--- src/rtl/mbas_pkg.sv ---
// ----------------------------------------------------------------------------
// mbas_pkg
// Widths, scaling constants and lane control type for the boxcar scaler.
// ----------------------------------------------------------------------------
package mbas_pkg;

   localparam int SAMPLE_W     = 12;
   localparam int LEVEL_W      = 8;
   localparam int CHANNELS_DEF = 5;
   localparam int WINDOW_DEF   = 20;

   localparam int FULL_SCALE  = 4095;
   localparam int LEVEL_SCALE = 255;

   // level = floor(avg*255/4095) = (avg * LEVEL_MUL) >> LEVEL_SHIFT, exact for avg < 2^12
   localparam int LEVEL_SHIFT = 32;
   localparam logic [63:0] LEVEL_RECIP =
      ((64'd1 << LEVEL_SHIFT) + 64'(FULL_SCALE) - 64'd1) / 64'(FULL_SCALE);
   localparam logic [63:0] LEVEL_MUL_FULL = LEVEL_RECIP * 64'(LEVEL_SCALE);
   localparam int LEVEL_MUL_W = $clog2(LEVEL_MUL_FULL + 64'd1);
   localparam logic [LEVEL_MUL_W-1:0] LEVEL_MUL = LEVEL_MUL_FULL[LEVEL_MUL_W-1:0];

   // per-item strobes from the control pipe to every lane
   typedef struct packed {
      logic accept;      // item taken: write ring, fetch the slot's old sample
      logic wrapped_s1;  // item in stage 1 replaces a real old sample
      logic adv_s2;      // stage 1 item moves into the running sum
      logic adv_s3;      // stage 2 item moves into the divide product
   } lane_ctl_type;

endpackage

--- src/rtl/mbas_ram.sv ---
// ----------------------------------------------------------------------------
// mbas_ram
// Generic single-write, single-read RAM with registered read data.
// ----------------------------------------------------------------------------
module mbas_ram #(
   parameter int WIDTH  = 12,
   parameter int DEPTH  = 20,
   parameter int ADDR_W = $clog2(DEPTH)
) (
   input  logic              clock,
   input  logic              wr_en,
   input  logic [ADDR_W-1:0] wr_addr,
   input  logic [WIDTH-1:0]  wr_data,
   input  logic              rd_en,
   input  logic [ADDR_W-1:0] rd_addr,
   output logic [WIDTH-1:0]  rd_data
);

   logic [WIDTH-1:0] mem_ff [DEPTH];
   logic [WIDTH-1:0] rd_data_ff;

   // read returns the value held before a same-cycle write
   always_ff @(posedge clock) begin
      if (wr_en) begin
         mem_ff[wr_addr] <= wr_data;
      end
      if (rd_en) begin
         rd_data_ff <= mem_ff[rd_addr];
      end
   end

   assign rd_data = rd_data_ff;

endmodule

--- src/rtl/mbas_lane.sv ---
// ----------------------------------------------------------------------------
// mbas_lane
// One channel: sample ring, running window sum, divide by the window and
// scale to an 8-bit level.
// ----------------------------------------------------------------------------
module mbas_lane
   import mbas_pkg::*;
#(
   parameter int WINDOW = WINDOW_DEF
) (
   input  logic                       clock,
   input  logic                       reset,
   input  lane_ctl_type               ctl,
   input  logic [$clog2(WINDOW)-1:0]  slot,
   input  logic [SAMPLE_W-1:0]        sample,
   output logic [LEVEL_W-1:0]         level
);

   localparam int ADDR_W    = $clog2(WINDOW);
   localparam int SUM_W     = SAMPLE_W + ADDR_W;
   // floor(sum/WINDOW) = (sum * AVG_RECIP) >> AVG_SHIFT, exact for sum < 2^SUM_W
   localparam int AVG_SHIFT = SUM_W + ADDR_W;
   localparam int RECIP_W   = SUM_W + 1;
   localparam logic [63:0] AVG_RECIP_FULL =
      ((64'd1 << AVG_SHIFT) + 64'(WINDOW) - 64'd1) / 64'(WINDOW);
   localparam logic [RECIP_W-1:0] AVG_RECIP = AVG_RECIP_FULL[RECIP_W-1:0];
   localparam int PROD_W    = SUM_W + RECIP_W;
   localparam int SCALED_W  = SAMPLE_W + LEVEL_MUL_W;

   logic [SAMPLE_W-1:0] old_sample;
   logic [SAMPLE_W-1:0] sample_s1_ff;
   logic [SUM_W-1:0]    sum_ff, sum_in;
   logic [SUM_W-1:0]    old_term;
   logic [PROD_W-1:0]   prod_ff;
   logic [SAMPLE_W-1:0] avg;
   logic [SCALED_W-1:0] scaled;

   // ring: write the new sample and fetch the one it replaces
   mbas_ram #(
      .WIDTH (SAMPLE_W),
      .DEPTH (WINDOW),
      .ADDR_W(ADDR_W)
   ) u_ring (
      .clock  (clock),
      .wr_en  (ctl.accept),
      .wr_addr(slot),
      .wr_data(sample),
      .rd_en  (ctl.accept),
      .rd_addr(slot),
      .rd_data(old_sample)
   );

   // stage 1: new sample beside the fetched old one
   always_ff @(posedge clock) begin
      if (ctl.accept) begin
         sample_s1_ff <= sample;
      end
   end

   // stage 2: running sum, the old sample counts only once the ring is full
   assign old_term = ctl.wrapped_s1 ? SUM_W'(old_sample) : '0;
   assign sum_in   = sum_ff + SUM_W'(sample_s1_ff) - old_term;

   always_ff @(posedge clock) begin
      if (reset) begin
         sum_ff <= '0;
      end else if (ctl.adv_s2) begin
         sum_ff <= sum_in;
      end
   end

   // stage 3: divide by the window through the reciprocal product
   always_ff @(posedge clock) begin
      if (ctl.adv_s3) begin
         prod_ff <= PROD_W'(sum_ff) * PROD_W'(AVG_RECIP);
      end
   end

   // scale to eight bits; registered in the merge stage
   assign avg    = prod_ff[AVG_SHIFT +: SAMPLE_W];
   assign scaled = SCALED_W'(avg) * SCALED_W'(LEVEL_MUL);
   assign level  = scaled[LEVEL_SHIFT +: LEVEL_W];

endmodule

--- src/rtl/mbas_merge.sv ---
// ----------------------------------------------------------------------------
// mbas_merge
// Output register: gathers the lane levels and the window flag into one
// result item and holds it until taken.
// ----------------------------------------------------------------------------
module mbas_merge
   import mbas_pkg::*;
#(
   parameter int CHANNELS = CHANNELS_DEF
) (
   input  logic                              clock,
   input  logic                              reset,
   input  logic                              valid_s3,
   input  logic                              full_s3,
   input  logic [CHANNELS-1:0][LEVEL_W-1:0]  lane_level,
   output logic                              out_load,
   output logic                              rsp_tvalid,
   input  logic                              rsp_tready,
   output logic [CHANNELS*LEVEL_W-1:0]       rsp_tdata,
   output logic [0:0]                        rsp_tuser
);

   logic                             valid_ff;
   logic                             full_ff;
   logic [CHANNELS-1:0][LEVEL_W-1:0] levels_ff;

   // output register may load when empty or being drained
   assign out_load = !valid_ff || rsp_tready;

   always_ff @(posedge clock) begin
      if (reset) begin
         valid_ff <= 1'b0;
      end else if (out_load) begin
         valid_ff <= valid_s3;
      end
   end

   // levels stay zero until the ring has wrapped
   always_ff @(posedge clock) begin
      if (out_load && valid_s3) begin
         full_ff   <= full_s3;
         levels_ff <= full_s3 ? lane_level : '0;
      end
   end

   assign rsp_tvalid   = valid_ff;
   assign rsp_tdata    = levels_ff;
   assign rsp_tuser[0] = full_ff;

endmodule

--- src/rtl/multichannel_boxcar_average_scaler_unit.sv ---
// ----------------------------------------------------------------------------
// multichannel_boxcar_average_scaler_unit
// Moving-average (boxcar) filter over CHANNELS converter channels with
// 8-bit scaled outputs.
// ----------------------------------------------------------------------------
// Each item carries one 12-bit sample per channel and yields one result
// item. Every channel keeps its last WINDOW samples in a small RAM and a
// running sum (new sample in, replaced sample out), so the block takes one
// item per clock with no gaps while rsp_tready keeps the output drained;
// each result passes the RAM fetch at the accepting edge, then sum,
// reciprocal divide, and scale into the output register. Levels are
// floor(floor(sum/WINDOW)*255/4095) and read zero,
// with rsp_tuser low, for the first WINDOW items; from item WINDOW+1 on
// rsp_tuser is high and the levels track the window. Each stage stalls
// only when the stage after it is full, so input keeps flowing while a
// result waits in the output register until the earlier stages fill. No
// clearing pass is needed after reset.
// ----------------------------------------------------------------------------
module multichannel_boxcar_average_scaler_unit
   import mbas_pkg::*;
#(
   parameter int CHANNELS = CHANNELS_DEF,
   parameter int WINDOW   = WINDOW_DEF
) (
   input  logic                                          clock,
   input  logic                                          reset,
   // req_tdata: chan0_sample .. chan{CHANNELS-1}_sample, 12 bits each, zero pad
   input  logic                                          req_tvalid,
   output logic                                          req_tready,
   input  logic [((CHANNELS*SAMPLE_W+7)/8)*8-1:0]         req_tdata,
   // rsp_tdata: chan0_level .. chan{CHANNELS-1}_level, 8 bits each
   // rsp_tuser: window_full
   output logic                                          rsp_tvalid,
   input  logic                                          rsp_tready,
   output logic [CHANNELS*LEVEL_W-1:0]                   rsp_tdata,
   output logic [0:0]                                    rsp_tuser
);

   localparam int ADDR_W = $clog2(WINDOW);

   logic                             accept;
   logic                             load_s1, load_s2, load_s3, out_load;
   logic                             valid_s1_ff, valid_s2_ff, valid_s3_ff;
   logic                             full_s1_ff, full_s2_ff, full_s3_ff;
   logic [ADDR_W-1:0]                slot_ff;
   logic                             wrapped_ff;
   lane_ctl_type                     lane_ctl;
   logic [CHANNELS-1:0][LEVEL_W-1:0] lane_level;

   // stall chain: a stage loads when empty or when the next one loads
   assign load_s3    = !valid_s3_ff || out_load;
   assign load_s2    = !valid_s2_ff || load_s3;
   assign load_s1    = !valid_s1_ff || load_s2;
   assign req_tready = load_s1;
   assign accept     = req_tvalid && load_s1;

   // ring write slot and wrap flag
   always_ff @(posedge clock) begin
      if (reset) begin
         slot_ff    <= '0;
         wrapped_ff <= 1'b0;
      end else if (accept) begin
         if (slot_ff == ADDR_W'(WINDOW - 1)) begin
            slot_ff    <= '0;
            wrapped_ff <= 1'b1;
         end else begin
            slot_ff <= slot_ff + ADDR_W'(1);
         end
      end
   end

   // valid pipe
   always_ff @(posedge clock) begin
      if (reset) begin
         valid_s1_ff <= 1'b0;
         valid_s2_ff <= 1'b0;
         valid_s3_ff <= 1'b0;
      end else begin
         if (load_s1) begin
            valid_s1_ff <= accept;
         end
         if (load_s2) begin
            valid_s2_ff <= valid_s1_ff;
         end
         if (load_s3) begin
            valid_s3_ff <= valid_s2_ff;
         end
      end
   end

   // window-full flag travels with its item
   always_ff @(posedge clock) begin
      if (accept) begin
         full_s1_ff <= wrapped_ff;
      end
      if (load_s2 && valid_s1_ff) begin
         full_s2_ff <= full_s1_ff;
      end
      if (load_s3 && valid_s2_ff) begin
         full_s3_ff <= full_s2_ff;
      end
   end

   assign lane_ctl.accept     = accept;
   assign lane_ctl.wrapped_s1 = full_s1_ff;
   assign lane_ctl.adv_s2     = load_s2 && valid_s1_ff;
   assign lane_ctl.adv_s3     = load_s3 && valid_s2_ff;

   // one lane per channel
   for (genvar c = 0; c < CHANNELS; c++) begin : g_lane
      mbas_lane #(
         .WINDOW(WINDOW)
      ) u_lane (
         .clock (clock),
         .reset (reset),
         .ctl   (lane_ctl),
         .slot  (slot_ff),
         .sample(req_tdata[c*SAMPLE_W +: SAMPLE_W]),
         .level (lane_level[c])
      );
   end

   // merge lane levels into the result item
   mbas_merge #(
      .CHANNELS(CHANNELS)
   ) u_merge (
      .clock     (clock),
      .reset     (reset),
      .valid_s3  (valid_s3_ff),
      .full_s3   (full_s3_ff),
      .lane_level(lane_level),
      .out_load  (out_load),
      .rsp_tvalid(rsp_tvalid),
      .rsp_tready(rsp_tready),
      .rsp_tdata (rsp_tdata),
      .rsp_tuser (rsp_tuser)
   );

endmodule

--- config.mk ---
export PLATFORM = sky130hd
export DESIGN_NAME = multichannel_boxcar_average_scaler_unit
export DESIGN_NICKNAME = d
export VERILOG_FILES = /design/src/rtl/mbas_pkg.sv /design/src/rtl/mbas_ram.sv /design/src/rtl/mbas_lane.sv /design/src/rtl/mbas_merge.sv /design/src/rtl/multichannel_boxcar_average_scaler_unit.sv
export SDC_FILE = /design/constraint.sdc
export NUM_CORES = 2
export LEC_CHECK = 0
export BUFFER_PORTS_ARGS = -buffer_cell sky130_fd_sc_hd__buf_2
export CORE_UTILIZATION = 60
export DETAILED_ROUTE_END_ITERATION = 8
export GPL_TIMING_DRIVEN = 0
export PLACE_DENSITY = 0.76
export SYNTH_ARGS = -nofsm -noshare
export SYNTH_HDL_FRONTEND = slang
export SYNTH_SLANG_ARGS = --single-unit
export TNS_END_PERCENT = 10
--- constraint.sdc ---
create_clock -name clock -period 12 [get_ports clock]
set_clock_uncertainty 0.15 [all_clocks]
set_input_delay 1.2 -clock clock [delete_from_list [all_inputs] [get_ports clock]]
set_output_delay 1.2 -clock clock [all_outputs]
set_load 0.1 [all_outputs]
# After elaboration in Yosys (flattened, before gate mapping)
# Memory sizes are Yosys's and may differ from the RTL's. A register that Yosys moved wholly into a read port is not among the register bits.
# Cells that the tools add are included.
# Widths: inputs -> output; s select.
[word_totals] reg_bits=359 mem_bits_rw=1200 inputBits=68 out_inout_bits=43 mem_count=5
[memory_table] memory="g_lane[0].u_lane.u_ring.mem_ff" depth=20 width=12 read_ports=1 rd_ports_with_merged_regs=1 write_ports=1 line_no="mbas_ram.sv:19" text="logic [WIDTH-1:0] mem_ff [DEPTH];"
[memory_table] memory="g_lane[1].u_lane.u_ring.mem_ff" depth=20 width=12 read_ports=1 rd_ports_with_merged_regs=1 write_ports=1 line_no="mbas_ram.sv:19"
[memory_table] memory="g_lane[2].u_lane.u_ring.mem_ff" depth=20 width=12 read_ports=1 rd_ports_with_merged_regs=1 write_ports=1 line_no="mbas_ram.sv:19"
[memory_table] memory="g_lane[3].u_lane.u_ring.mem_ff" depth=20 width=12 read_ports=1 rd_ports_with_merged_regs=1 write_ports=1 line_no="mbas_ram.sv:19"
[memory_table] memory="g_lane[4].u_lane.u_ring.mem_ff" depth=20 width=12 read_ports=1 rd_ports_with_merged_regs=1 write_ports=1 line_no="mbas_ram.sv:19"
[op_classes] n_addsub=11 multipliers=10 eq_ne=1 n_mux=8 n_reduce_logical=13
[op_table] operator="$mul 12x28->40 const B" count=5
[op_table] operator="$mul 17x16->32 const B" count=5
[op_table] operator="$add 17x12->17" count=5
[op_table] operator="$sub 17x17->17" count=5
[op_table] operator="$mux 12" count=5
[op_table] operator="$add 5x1->5 const B" count=1
[op_table] operator="$eq 5x5->1 const B" count=1
[op_table] operator="$mux 5" count=1
[op_table] operator="$logic_and 1x1->1" count=4
[op_table] operator="$logic_not 1->1" count=4
[op_table] operator="$logic_or 1x1->1" count=4
[op_table] operator="$mux 1" count=2
[op_table] operator="$reduce_and 2->1" count=1

# Depth between registers and ports, before layout
[depth] ltp_word=8 mapped_depth=22

# Modules after synthesis
# Synthesis repeated with hierarchy kept, for this count alone.
[unflattened] hier_cells=8090 hier_area_um2=105592.5
[by_module_without_submodules] module="mbas_ram" n_inst=5 cells_each=465 area_each_um2=9688.0 seq_area_each_um2=7567.3
[by_module_without_submodules] module="mbas_lane (g_lane[4].u_lane)" n_inst=1 cells_each=1148 area_each_um2=11128.2 seq_area_each_um2=1061.0
[by_module_without_submodules] module="mbas_lane (g_lane[0].u_lane)" n_inst=1 cells_each=1122 area_each_um2=11025.6 seq_area_each_um2=1061.0
[by_module_without_submodules] module="mbas_lane (g_lane[3].u_lane)" n_inst=1 cells_each=1130 area_each_um2=10995.5 seq_area_each_um2=1061.0
[by_module_without_submodules] module="mbas_lane (g_lane[1].u_lane)" n_inst=1 cells_each=1108 area_each_um2=10989.3 seq_area_each_um2=1061.0
[by_module_without_submodules] module="mbas_lane (g_lane[2].u_lane)" n_inst=1 cells_each=1115 area_each_um2=10929.2 seq_area_each_um2=1061.0
[by_module_without_submodules] module="mbas_merge" n_inst=1 cells_each=90 area_each_um2=1579.0 seq_area_each_um2=1251.2
[by_module_without_submodules] module="multichannel_boxcar_average_scaler_unit" n_inst=1 cells_each=52 area_each_um2=505.5 seq_area_each_um2=270.3

# Least setup slack after synthesis
# No wires, ideal clock.
[synth_timing] path_kind="input to register" startpoint="input rsp_tready" endpoint="register slot_ff[0]" setup_ns=0.131 t_arrival_ns=9.844 required_time_ns=11.719 setup_slack_ns=1.875 stages=8 path_buffers=1 path_cell_list="nor2b_1 -> nand4_1 -> and2_1 -> clkbuf_1 -> nand2_1 -> nor2_1 -> or2_2 -> nor2_1"
[synth_via] elab_chain_len=5
[synth_rtl] item="from (decl)" line_no="multichannel_boxcar_average_scaler_unit.sv:34" text="input logic rsp_tready,"
[synth_rtl] item="$logic_or 1x1->1" line_no="mbas_merge.sv:28" text="assign out_load = !valid_ff || rsp_tready;"
[synth_rtl] item="$logic_or 1x1->1" line_no="multichannel_boxcar_average_scaler_unit.sv:51" text="assign load_s3 = !valid_s3_ff || out_load;"
[synth_rtl] item="$logic_or 1x1->1" line_no="multichannel_boxcar_average_scaler_unit.sv:52" text="assign load_s2 = !valid_s2_ff || load_s3;"
[synth_rtl] item="$logic_or 1x1->1" line_no="multichannel_boxcar_average_scaler_unit.sv:53" text="assign load_s1 = !valid_s1_ff || load_s2;"
[synth_rtl] item="net req_tready" line_no="multichannel_boxcar_average_scaler_unit.sv:29" text="output logic req_tready,"
[synth_rtl] item="$logic_and 1x1->1" line_no="multichannel_boxcar_average_scaler_unit.sv:55" text="assign accept = req_tvalid && load_s1;"
[synth_rtl] item="net accept" line_no="multichannel_boxcar_average_scaler_unit.sv:41" text="logic accept;"
[synth_rtl] item="to (signal assigned)" line_no="multichannel_boxcar_average_scaler_unit.sv:67" text="slot_ff <= slot_ff + ADDR_W'(1);"
[synth_rtl] item="to (decl)" line_no="multichannel_boxcar_average_scaler_unit.sv:45" text="logic [ADDR_W-1:0] slot_ff;"
# The timed path passes the listed nets, and every way through them passes these cells.
# A chain may end at the register's enable or synchronous reset.

# Worst setup path after layout
[layout_timing] startpoint="register g_lane[1].u_lane.prod_ff[25]" endpoint="register u_merge.levels_ff (netlist bit u_merge.rsp_tdata[14]) (data pin)"
[layout_via] elab_chain_len=1
[layout_rtl] item="from (decl)" line_no="mbas_lane.sv:34" text="logic [PROD_W-1:0] prod_ff;"
[layout_rtl] item="from (signal assigned)" line_no="mbas_lane.sv:75" text="prod_ff <= PROD_W'(sum_ff) * PROD_W'(AVG_RECIP);"
[layout_rtl] item="$mul 12x28->40" line_no="mbas_lane.sv:81" text="assign scaled = SCALED_W'(avg) * SCALED_W'(LEVEL_MUL);"
[layout_rtl] item="to (signal assigned)" line_no="mbas_merge.sv:42" text="levels_ff <= full_s3 ? lane_level : '0;"
[layout_rtl] item="to (decl)" line_no="mbas_merge.sv:25" text="logic [CHANNELS-1:0][LEVEL_W-1:0] levels_ff;"
# No other way between the ends.

==> metrics.txt <==
status=finished clean; max_cap viols=0; CTS H-tree lvls=4; initial antenna violation count=19; Seq/Total Area, Yosys=42.92%; post-cts sizing count=0; Final period util=59.22%; antenna viol nets, final=0; Avg Cell Area, Syn=13.33 um^2; hold slack=0.2950 ns; Max-Slew Margin vs Limit=7.697%; Post-synth EDFFs=1424; dpl cells=10270; clock-pin slew on the worst setup and hold paths=0.06 ns; CP arrival=7.47 ns; Synth area leader=edfxtp_1; async set-reset flop share out of synthesis=0%; min-delay src=wrapped_ff; sink of the worst hold path=full_s1_ff; FF+latch area=0.04466 mm^2; post-route setup slack=4.894 ns; Initial Util=60.52%; largest net degree at the start of global routing=67; fillers=11910; CP Capture Type=flop; Routed WL per cell=23.93 um; post-synthesis net count=9956; die width=418.4 um; reg2reg start=g_lane[1].u_lane.prod_ff[25]; DPL Wire Length=187.4 mm; predominant post-synthesis flop cell=edfxtp_1; Port Buffer Count=106; setup violators final=0; crit path time final=7.106 ns; vias in the first global route=66140; nets=10260; row cnt=152; 1st-iter DRT viols=5790; Post-Route WL=252.7 mm; first-pass detailed-route iteration total=6; gr usage total=29.51%; Setup Buffers After CTS=0; grt met2 use=49.31%; Slew Viols, Final=0; Worst Reg-to-Reg Cells=19; Min-Delay Path Class=flop to flop; startpoint class of the critical path=flop; Synth top area share=41.10%; area delta synth->final=9.682%; critical path class=flop to flop; Hold Path Cell Cnt=0; ranking of synthesized cells by area=edfxtp_1 41%, fa_1 18%, ha_1 14%; r2r endpoint=u_merge.rsp_tdata[14]; final hold vios=0; post-synthesis cell area=0.1040 mm^2; Congestion Overflow GR=0; clock latency on the worst-skew pair=0.80 ns; global-route wire length before repair=387.2 mm; Max Freq=140.7 MHz; Crit Path Max Fanout=6; Final Non-Filler Cells=10560; R2R Setup Slk=4.89 ns; IO Count=111; Multi-input gate area=0.05212 mm^2; RSZ-0062 raised after global routing=false; Via density=5.877; cts hold-fix bufs=0; top post-synthesis cells by count=1828 x inv_1, 1424 x edfxtp_1, 1149 x ha_1; fraction of layout cells with a size suffix above 1=9.688%; Slew @ Worst Pin=1.385 ns; synthesized instance count=7804; Core ar.=0.1719 mm^2; DP Worst Slack=4.924 ns; Synth Register Bits=1519; DR vias=62060; gp weighted congestion=0.9380; Clock Path Buffers=3; TritonCTS Buffers=152; Yosys warnings=0; met1 Use GR=38.22%; most frequent cell after synthesis=inv_1; CP required=12.37 ns; met3 Use GR=4.822%; die area=0.1751 mm^2; Die H=418.4 um; Most Used Layer, Global Route=met2; CTS sink cnt=1519; count of different cell masters after synthesis=68; Root Buffer=clkbuf_16; DRC Markers=0; CTS tree=done
==> worst max path at each step <==
stage,depth (start not counted),startpoint,endpoint
floorplan,8,rsp_tready,slot_ff[0]
global placement,7,rsp_tready,g_lane[3].u_lane.u_ring.mem_ff[15][0]
detailed placement,19,g_lane[1].u_lane.prod_ff[25],u_merge.rsp_tdata[14]
CTS,19,g_lane[1].u_lane.prod_ff[25],u_merge.rsp_tdata[14]
global route,19,g_lane[1].u_lane.prod_ff[25],u_merge.rsp_tdata[14]
finish,19,g_lane[1].u_lane.prod_ff[25],u_merge.rsp_tdata[14]
==> cell usage in the layout, fill, tap and decap left out, drive strengths merged, types with 74 or more instances in the layout <==
cell type and instances:
a21oi 224, a21o 132, nand2 290, nor2 175, inv 1838, edfxtp 1424
clkbuf 278, fa 935, nor3 76, buf 196, and2 74, ha 1149
dfxtp 95, o21ai 97, xnor2 109, mux4 300
==> logic make-up (layout without fill, tap and decap cells) <==
group,after synthesis,after routing,synth area share (%)
buffers and inverters,1981,2414,7.150
AND/OR/NAND/NOR,874,874,4.057
other,0,14,0
adder cells (fa/ha/maj),2084,2084,31.81
XOR/XNOR,163,163,1.372
flip-flops,1519,1519,42.92
multiplexers,428,428,7.793
AO/OA/AOI/OAI,755,755,4.897
==> critical path, cell delays in order (launching register included) <==
cell and delay [ns]:
edfxtp_1 0.49, fa_1 0.72, inv_1 0.10, fa_1 0.61
fa_1 0.59, inv_1 0.15, fa_1 0.55, inv_1 0.06
fa_1 0.51, inv_1 0.05, ha_1 0.30, nand2_1 0.06
o21ai_0 0.33, a2111oi_0 0.19, o21ai_0 0.39, nand3_1 0.18
a211oi_1 0.53, a21o_1 0.25, a211oi_1 0.08, a2111oi_0 0.54
==> layer usage <==
| layer | routed length [um] | up-vias |
|---|---|---|
| met5 | 60 | - |
| met4 | 11290 | 10 |
| met3 | 20260 | 616 |
| met2 | 123300 | 2857 |
| met1 | 97850 | 31150 |
| li1 | - | 27430 |
==> stage by stage <==
stage / instance area (um^2) / setup TNS (ns) / util (%)
after floorplan: 104100 / 0 / -
after global placement: 107500 / -2412.58 / 62.51
after detailed placement: 108700 / 0 / 63.20
after CTS: 114100 / 0 / 66.36
after global routing: 114100 / 0 / 66.37
final: 114100 / 0 / 66.38
==> area by class of cell <==
class | count | area share (%)
tap | 2310 | 2.533
antenna | 14 | 0.03070
buffer | 151 | 0.5043
multi-input combinational | 4304 | 45.67
clock buffer | 170 | 3.401
sequential | 1519 | 39.14
clock inverter | 110 | 1.356
inverter | 1830 | 6.019
timing repair buffer | 153 | 1.355
==> flip-flops by register name, summed over array words and instances, names as in the netlist <==
name                          cells
g_lane.u_lane.u_ring.mem_ff    1200
full_s1_ff                        1
wrapped_ff                        1
valid_s3_ff                       1
full_s2_ff                        1
u_merge.rsp_tvalid                1
g_lane.u_lane.sample_s1_ff       60
g_lane.u_lane.u_ring.rd_data     60
slot_ff                           5
u_merge.rsp_tuser                 1
valid_s1_ff                       1
full_s3_ff                        1
u_merge.rsp_tdata                40
g_lane.u_lane.prod_ff            60
g_lane.u_lane.sum_ff             85
valid_s2_ff                       1
Power is left out: the tool's default activity adds up to more than one toggle a clock period on the data nets, which glitch-free logic cannot reach.
